[config.mk]
export PLATFORM = sky130hd
export DESIGN_NAME = bresenham_line_pixels
export DESIGN_NICKNAME = d
export VERILOG_FILES = /design/src/rtl/core/blp_pkg.sv /design/src/rtl/core/blp_setup.sv /design/src/rtl/core/bresenham_line_pixels.sv
export SDC_FILE = /design/constraint.sdc
export NUM_CORES = 1
export LEC_CHECK = 0
export BUFFER_PORTS_ARGS = -buffer_cell sky130_fd_sc_hd__buf_2
export CORE_AREA = 2 2 124 174
export DETAILED_ROUTE_END_ITERATION = 6
export DIE_AREA = 0 0 126 176
export HOLD_SLACK_MARGIN = 0.03
export PLACE_DENSITY_LB_ADDON = 0.08
export SLEW_MARGIN = 20
export SYNTH_ARGS = -nofsm -noshare
export SYNTH_HDL_FRONTEND = slang
export SYNTH_SLANG_ARGS = --single-unit
[constraint.sdc]
create_clock -name clk_i -period 6.52 [get_ports clk_i]
set_clock_uncertainty 0.1 [all_clocks]
set_input_delay 0.652 -clock clk_i [delete_from_list [all_inputs] [get_ports clk_i]]
set_output_delay 0.652 -clock clk_i [all_outputs]
set_load 0.01 [all_outputs]
[src/rtl/core/blp_pkg.sv]
package blp_pkg;

  // Fixed widths of the transaction fields.
  localparam int unsigned COORD_W = 12;
  localparam int unsigned COLOR_W = 32;

  // Command codes carried in the cmd field.
  localparam logic CMD_LOAD = 1'b0;
  localparam logic CMD_STEP = 1'b1;

  typedef struct packed {
    logic               cmd;
    logic [COORD_W-1:0] x_start;
    logic [COORD_W-1:0] y_start;
    logic [COORD_W-1:0] x_end;
    logic [COORD_W-1:0] y_end;
    logic [COLOR_W-1:0] color;
  } in_t;

  typedef struct packed {
    logic [COORD_W-1:0] pixel_x;
    logic [COORD_W-1:0] pixel_y;
    logic [COLOR_W-1:0] pixel_color;
    logic               last_pixel;
  } out_t;

endpackage

[src/rtl/core/blp_setup.sv]
// Line set-up: picks the major axis, orders the endpoints along it and
// derives the span, the doubled minor length and the minor direction.
module blp_setup #(
  parameter int unsigned COORD_BITS = 12
) (
  input  logic [COORD_BITS-1:0] xa_i,
  input  logic [COORD_BITS-1:0] ya_i,
  input  logic [COORD_BITS-1:0] xb_i,
  input  logic [COORD_BITS-1:0] yb_i,
  output logic                  steep_o,
  output logic [COORD_BITS-1:0] major_start_o,
  output logic [COORD_BITS-1:0] major_end_o,
  output logic [COORD_BITS-1:0] minor_start_o,
  output logic                  minor_down_o,
  output logic [COORD_BITS-1:0] major_span_o,
  output logic [COORD_BITS:0]   err_inc_o
);

  logic                  x_gt, x_lt, y_gt, y_lt;
  logic [COORD_BITS-1:0] adx, ady;
  logic                  minor_up;

  assign x_gt = xa_i > xb_i;
  assign x_lt = xa_i < xb_i;
  assign y_gt = ya_i > yb_i;
  assign y_lt = ya_i < yb_i;

  assign adx = x_gt ? (xa_i - xb_i) : (xb_i - xa_i);
  assign ady = y_gt ? (ya_i - yb_i) : (yb_i - ya_i);

  // Equal spans count as shallow.
  assign steep_o = adx < ady;

  always_comb begin
    if (steep_o) begin
      major_start_o = y_gt ? yb_i : ya_i;
      major_end_o   = y_gt ? ya_i : yb_i;
      minor_start_o = y_gt ? xb_i : xa_i;
      minor_up      = y_gt ? x_gt : x_lt;
      major_span_o  = ady;
      err_inc_o     = {adx, 1'b0};
    end else begin
      major_start_o = x_gt ? xb_i : xa_i;
      major_end_o   = x_gt ? xa_i : xb_i;
      minor_start_o = x_gt ? yb_i : ya_i;
      minor_up      = x_gt ? y_gt : y_lt;
      major_span_o  = adx;
      err_inc_o     = {ady, 1'b0};
    end
  end

  assign minor_down_o = !minor_up;

endmodule

[src/rtl/core/bresenham_line_pixels.sv]
// Bresenham line pixel generator.
// Timing: a step transaction's pixel is registered and appears on the output in the cycle after it is accepted.
// Throughput: one transaction per cycle; the single output register is refilled in the
// cycle it is emptied, so the input stalls only while a pixel waits and the output stalls.
// Reset: asynchronous, active low; it clears the output valid flag and leaves no line active.
module bresenham_line_pixels #(
  parameter int unsigned COORD_BITS = 12
) (
  input  logic          clk_i,
  input  logic          rst_ni,
  input  logic          in_valid_i,
  output logic          in_stall_o,
  input  blp_pkg::in_t  in_data_i,
  output logic          out_valid_o,
  input  logic          out_stall_i,
  output blp_pkg::out_t out_data_o
);

  localparam int unsigned CoordW = blp_pkg::COORD_W;
  // Wide enough for both the field width and the internal coordinate width.
  localparam int unsigned ExtW   = (COORD_BITS > CoordW) ? COORD_BITS : CoordW;
  // The error term lies within plus and minus the span, and before the
  // correction it may reach three spans, so it needs three bits over a coordinate.
  localparam int unsigned AccW   = COORD_BITS + 3;

  // Line state. A load fills it; each step transaction advances it.
  logic                         active_q, active_d;
  logic                         steep_q, steep_d;
  logic        [COORD_BITS-1:0] major_pos_q, major_pos_d;
  logic        [COORD_BITS-1:0] major_end_q, major_end_d;
  logic        [COORD_BITS-1:0] minor_pos_q, minor_pos_d;
  logic                         minor_down_q, minor_down_d;
  logic        [COORD_BITS-1:0] major_span_q, major_span_d;
  logic        [COORD_BITS:0]   err_inc_q, err_inc_d;
  logic signed [AccW-1:0]       err_acc_q, err_acc_d;
  logic        [blp_pkg::COLOR_W-1:0] line_color_q, line_color_d;

  // Output register.
  logic          out_valid_q, out_valid_d;
  blp_pkg::out_t out_data_q, out_data_d;

  logic out_ready;
  logic in_fire;
  logic is_load;
  logic emit;
  logic last;

  // Endpoints brought to the internal coordinate width.
  logic [ExtW-1:0]       xa_ext, ya_ext, xb_ext, yb_ext;
  logic [COORD_BITS-1:0] xa, ya, xb, yb;

  // Set-up results for a load transaction.
  logic                  su_steep;
  logic [COORD_BITS-1:0] su_major_start, su_major_end, su_minor_start;
  logic                  su_minor_down;
  logic [COORD_BITS-1:0] su_major_span;
  logic [COORD_BITS:0]   su_err_inc;

  // Step arithmetic.
  logic signed [AccW-1:0] span_s;
  logic signed [AccW-1:0] acc_sum;
  logic                   minor_move;

  // Screen-axis pixel before truncation to the field width.
  logic [COORD_BITS-1:0] px, py;
  logic [ExtW-1:0]       px_ext, py_ext;

  // The output register can take a new pixel when it is empty or being
  // emptied in this cycle. Loads wait too, which keeps the ordering simple.
  assign out_ready  = !out_valid_q || !out_stall_i;
  assign in_stall_o = !out_ready;
  assign in_fire    = in_valid_i && out_ready;
  assign is_load    = in_data_i.cmd == blp_pkg::CMD_LOAD;
  assign emit       = in_fire && !is_load && active_q;
  assign last       = major_pos_q == major_end_q;

  assign xa_ext = ExtW'(in_data_i.x_start);
  assign ya_ext = ExtW'(in_data_i.y_start);
  assign xb_ext = ExtW'(in_data_i.x_end);
  assign yb_ext = ExtW'(in_data_i.y_end);
  assign xa     = xa_ext[COORD_BITS-1:0];
  assign ya     = ya_ext[COORD_BITS-1:0];
  assign xb     = xb_ext[COORD_BITS-1:0];
  assign yb     = yb_ext[COORD_BITS-1:0];

  blp_setup #(
    .COORD_BITS(COORD_BITS)
  ) u_setup (
    .xa_i         (xa),
    .ya_i         (ya),
    .xb_i         (xb),
    .yb_i         (yb),
    .steep_o      (su_steep),
    .major_start_o(su_major_start),
    .major_end_o  (su_major_end),
    .minor_start_o(su_minor_start),
    .minor_down_o (su_minor_down),
    .major_span_o (su_major_span),
    .err_inc_o    (su_err_inc)
  );

  // The minor axis moves once the accumulated error passes the span; the
  // doubled span is then taken off again.
  assign span_s     = $signed(AccW'(major_span_q));
  assign acc_sum    = err_acc_q + $signed(AccW'(err_inc_q));
  assign minor_move = acc_sum > span_s;

  // Swap back to screen axes for a steep line.
  assign px     = steep_q ? minor_pos_q : major_pos_q;
  assign py     = steep_q ? major_pos_q : minor_pos_q;
  assign px_ext = ExtW'(px);
  assign py_ext = ExtW'(py);

  always_comb begin
    active_d     = active_q;
    steep_d      = steep_q;
    major_pos_d  = major_pos_q;
    major_end_d  = major_end_q;
    minor_pos_d  = minor_pos_q;
    minor_down_d = minor_down_q;
    major_span_d = major_span_q;
    err_inc_d    = err_inc_q;
    err_acc_d    = err_acc_q;
    line_color_d = line_color_q;

    if (in_fire && is_load) begin
      // A load replaces any line still being drawn.
      active_d     = 1'b1;
      steep_d      = su_steep;
      major_pos_d  = su_major_start;
      major_end_d  = su_major_end;
      minor_pos_d  = su_minor_start;
      minor_down_d = su_minor_down;
      major_span_d = su_major_span;
      err_inc_d    = su_err_inc;
      err_acc_d    = '0;
      line_color_d = in_data_i.color;
    end else if (emit) begin
      if (last) begin
        active_d = 1'b0;
      end else begin
        major_pos_d = major_pos_q + 1'b1;
        if (minor_move) begin
          minor_pos_d = minor_down_q ? (minor_pos_q - 1'b1) : (minor_pos_q + 1'b1);
          err_acc_d   = acc_sum - (span_s <<< 1);
        end else begin
          err_acc_d   = acc_sum;
        end
      end
    end
  end

  always_comb begin
    out_valid_d = out_valid_q;
    if (out_ready) begin
      out_valid_d = emit;
    end
    out_data_d             = out_data_q;
    if (emit) begin
      out_data_d.pixel_x     = px_ext[CoordW-1:0];
      out_data_d.pixel_y     = py_ext[CoordW-1:0];
      out_data_d.pixel_color = line_color_q;
      out_data_d.last_pixel  = last;
    end
  end

  always_ff @(posedge clk_i or negedge rst_ni) begin
    if (!rst_ni) begin
      active_q     <= 1'b0;
      steep_q      <= 1'b0;
      major_pos_q  <= '0;
      major_end_q  <= '0;
      minor_pos_q  <= '0;
      minor_down_q <= 1'b0;
      major_span_q <= '0;
      err_inc_q    <= '0;
      err_acc_q    <= '0;
      line_color_q <= '0;
      out_valid_q  <= 1'b0;
    end else begin
      active_q     <= active_d;
      steep_q      <= steep_d;
      major_pos_q  <= major_pos_d;
      major_end_q  <= major_end_d;
      minor_pos_q  <= minor_pos_d;
      minor_down_q <= minor_down_d;
      major_span_q <= major_span_d;
      err_inc_q    <= err_inc_d;
      err_acc_q    <= err_acc_d;
      line_color_q <= line_color_d;
      out_valid_q  <= out_valid_d;
    end
  end

  // Pixel payload needs no reset; it is qualified by out_valid_q.
  always_ff @(posedge clk_i) begin
    out_data_q <= out_data_d;
  end

  assign out_valid_o = out_valid_q;
  assign out_data_o  = out_data_q;

  // The input is held back only while a pixel is waiting at the output.
  a_stall_needs_pixel : assert property (@(posedge clk_i) disable iff (!rst_ni)
    in_stall_o |-> out_valid_q)
    else $error("input stalled with an empty output register");

  // An accepted load always leaves a line active.
  a_load_activates : assert property (@(posedge clk_i) disable iff (!rst_ni)
    (in_fire && is_load) |=> active_q)
    else $error("load transaction did not start a line");

  // Emitting the final pixel ends the line and flags it.
  a_last_ends_line : assert property (@(posedge clk_i) disable iff (!rst_ni)
    (emit && last) |=> (!active_q && out_valid_q && out_data_q.last_pixel))
    else $error("final pixel did not end the line");

  // The major position never runs past the end of an active line.
  a_major_in_range : assert property (@(posedge clk_i) disable iff (!rst_ni)
    active_q |-> (major_pos_q <= major_end_q))
    else $error("major position beyond line end");

  // The error term stays within one span either side of zero.
  a_err_bounded : assert property (@(posedge clk_i) disable iff (!rst_ni)
    active_q |-> ((err_acc_q <= span_s) && (err_acc_q >= -span_s)))
    else $error("error term out of range");

endmodule

==> flow_summary.yaml <==
run_status:
  status: "finished clean"
clocking:
  path_clk_slew_ns: 0.07
  cts-root-buf: "clkbuf_16"
  clockBufferDepth: 2
  cts-buffers-inserted: 17
  cts_setup_buffers: 0
  cts_tree: "done"
  clkLatencyLatePin_ns: 0.44
  cts_resized: 0
  cts_hold_buf: 0
  cts_sinks: 167
  htreeDepth: 4
run:
  maxCapViolCount: 0
synthesis:
  yosysTopAreaCell: "dfrtp_1"
  synth_area_sq_mm: 0.0122
  synthMuxAreaShare: 0.0452
  synth_compound_area_frac: 0.197
  yosys_warnings: 0
  syn_inst: 1416
  synth.top_cell.area_share: 0.226
  ys_types: 67
  seq_area_frac_synth: 0.367
  ys_async_sr_fraction: 0.659
  synthTopCellsByArea: "dfrtp_1 23%, edfxtp_1 14%, ha_1 11%"
  syn_avg_cell_area_sq_um: 8.59
  synth_xor_area_frac: 0.0439
  yosys.area_share.simple: 0.174
  synth_enable_flop_cells: 57
  ys.flop_type: "dfrtp_1"
  synth_fa_ha_area_frac: 0.118
  ys_ff_latch: 167
  syn-num-nets: 1611
  synth_top_family_by_area: "compound AO/OA/AOI/OAI gates"
placement:
  placedCellCount: 1765
  hpwlAfterDp_microns: 26100
  preCtsSetupSlack_ns: 0.341
  io_buffer_count: 143
  gp_congestion: 0.980
route:
  dr.pass1.iters: 6
  routed_wl_microns: 33800
  routedWlPerCell_microns: 18.8
  ant_nets: 0
  routed-via-count: 10900
  drt_iter0_drc: 979
  viasPerCell: 6.08
  drc: 0
grt:
  grt_pass1_wl_microns: 54900
  globalRouteMet3Util: 0.0418
  use_met2: 0.530
  grt_overflow: 0
  met1_usage: 0.393
  top_usage_layer: "met2"
  grt_max_degree: 77
  grt_antenna_before_repair: 0
  grt_pass1_vias: 10600
  track_usage: 0.311
sta:
  slew_viol_final: 0
  final.setup.worst_slack_ns: 0.628
  setup_viol_count_final: 0
  timing.final.crit_share: 0.904
  rsz0062_at_grt: "false"
  min_period_ns: 5.89
  clock.fmax_mhz: 170
  slew_headroom: 0.297
  finalSetupTns_ns: 0
  tightestPinTransition_ns: 1.05
  finalHoldViolations: 0
final_layout:
  layout-drive-gt1-share: 0.159
  layout_commonest_cell: "nand2_1"
  final_cell_mix: "264 x nand2_1, 142 x buf_2, 135 x o21ai_0"
  fin_nets: 1723
  antenna_cells: 0
  areaGrowthSynthToFinish_pct: 12.8
  fin_cells: 1797
  final_core_util: 0.669
power_and_ir_drop:
  powerDensity_mw_per_mm2: 458
  p_leak_nw: 6.32
  vdd_drop_max_mv: 0.314
  power_w: 0.00627
worst_setup_path:
  cp.required_ns: 6.79
  criticalPathCategory: "in -> reg"
  critical_path_arrival_ns: 6.16
  start_kind: "input port"
  end_kind: "flip-flop"
  reg2reg_depth: 18
  worstPathMaxFanout: 23
worst_hold_path:
  hp-class: "in -> async"
floorplan:
  start_util: 0.594
  dieArea_sq_mm: 0.0222
  fp.dieW_microns: 126
  ioPinCount: 144
  die_height_microns: 176
  fp-row-count: 62
  coreArea_sq_mm: 0.0205
flip-flops by register name (all words and copies together), names as in the netlist:
signal	count
minor_down_q	1
minor_pos_q	12
steep_q	1
out_data_o	57
err_inc_q	12
err_acc_q	14
out_valid_o	1
major_end_q	12
major_pos_q	12
active_q	1
line_color_q	32
major_span_q	12
report_power, final:
part	leakage (nW)	internal, W	switching (W)
clock network	0.283	0.000574	0.000441
logic	4.15	0.00150	0.00208
registers	1.89	0.00141	0.000266
total	6.32	0.00349	0.00279
stage by stage:
step                hold slack (ns)  instance area, sq um
finish                       0.0813                 13700
global route                  0.103                 13700
CTS                          0.0813                 13700
detailed placement            0.332                 13100
global placement              0.326                 13100
floorplan                     0.256                 12200
path summary, 6_finish.rpt:
| check | from | endpoint | slack (ns) |
|---|---|---|---|
| setup / recovery | in_data_i[56] | minor_pos_q[8]$_DFFE_PN0P_ | 0.63 |
| hold / removal | rst_ni | major_pos_q[3]$_DFFE_PN0P_ | 0.08 |
| setup reg to reg | err_acc_q[1]$_DFFE_PN0P_ | minor_pos_q[3]$_DFFE_PN0P_ | 1.00 |
| hold reg to reg | line_color_q[0]$_DFFE_PN0P_ | out_data_o[1]$_DFFE_PP_ | 0.35 |
| max in group asynchronous | rst_ni | err_inc_q[1]$_DFFE_PN0P_ | 4.91 |
| min in group clk_i | in_data_i[16] | line_color_q[16]$_DFFE_PN0P_ | 0.31 |
cell families (layout without fill, tap and decap cells):
logic type      after synthesis  count (layout)
mux                          51              51
xor+xnor                     61              61
compound gates              379             379
fa+ha+maj                   110             110
simple gates                475             475
buf+inv                     173             298
flops                       167             167
layer usage:
metal,up-vias,wire (microns)
met5,-,0
met4,0,1400
met3,82,1990
met2,437,16400
met1,5128,13900
li1,5274,-
synthesized netlist by cell type, types with 6 or more instances:
library cell	instances
nor2b_1	10
mux2_2	31
nor3_1	30
and3_1	13
nand2_1	264
nand3_1	33
nor4_1	6
buf_2	12
a21oi_1	71
a31oi_1	17
xnor2_1	39
inv_1	100
or3_1	10
fa_1	7
a21o_1	14
buf_1	9
or2_2	6
nand4_1	11
a311oi_1	9
a22oi_1	6
clkbuf_1	51
o211ai_1	52
edfxtp_1	57
o21a_1	6
a211oi_1	14
a221o_1	11
mux2i_1	20
xor2_1	22
dfrtp_1	110
ha_1	103
o21ai_0	135
and2_1	7
nor2_1	63
worst max-delay path, cell delays in order:
cell	delay (ns)
buf_2	0.11
inv_1	0.10
ha_1	0.15
inv_1	0.06
fa_1	0.39
a211oi_1	0.36
o311ai_2	0.21
a21o_1	0.36
nand2_1	0.30
buf_4	0.29
mux2i_1	0.35
a31oi_1	0.10
xnor2_1	0.44
inv_1	0.10
ha_1	0.21
or3_1	0.33
nor3_1	0.20
o31a_2	0.46
buf_4	0.24
nor2_1	0.05
a311oi_1	0.49
a221o_1	0.20
cell type report:
cell class,instances,area [sq um]
repair buffers,166,903
inverters,100,375
fillers,1714,6770
flip-flops and latches,167,4460
clock buffers,18,429
clock inverters,14,163
multi-input cells,1076,7050
well taps,256,320
No activity file was read; power rests on OpenSTA's default activity.
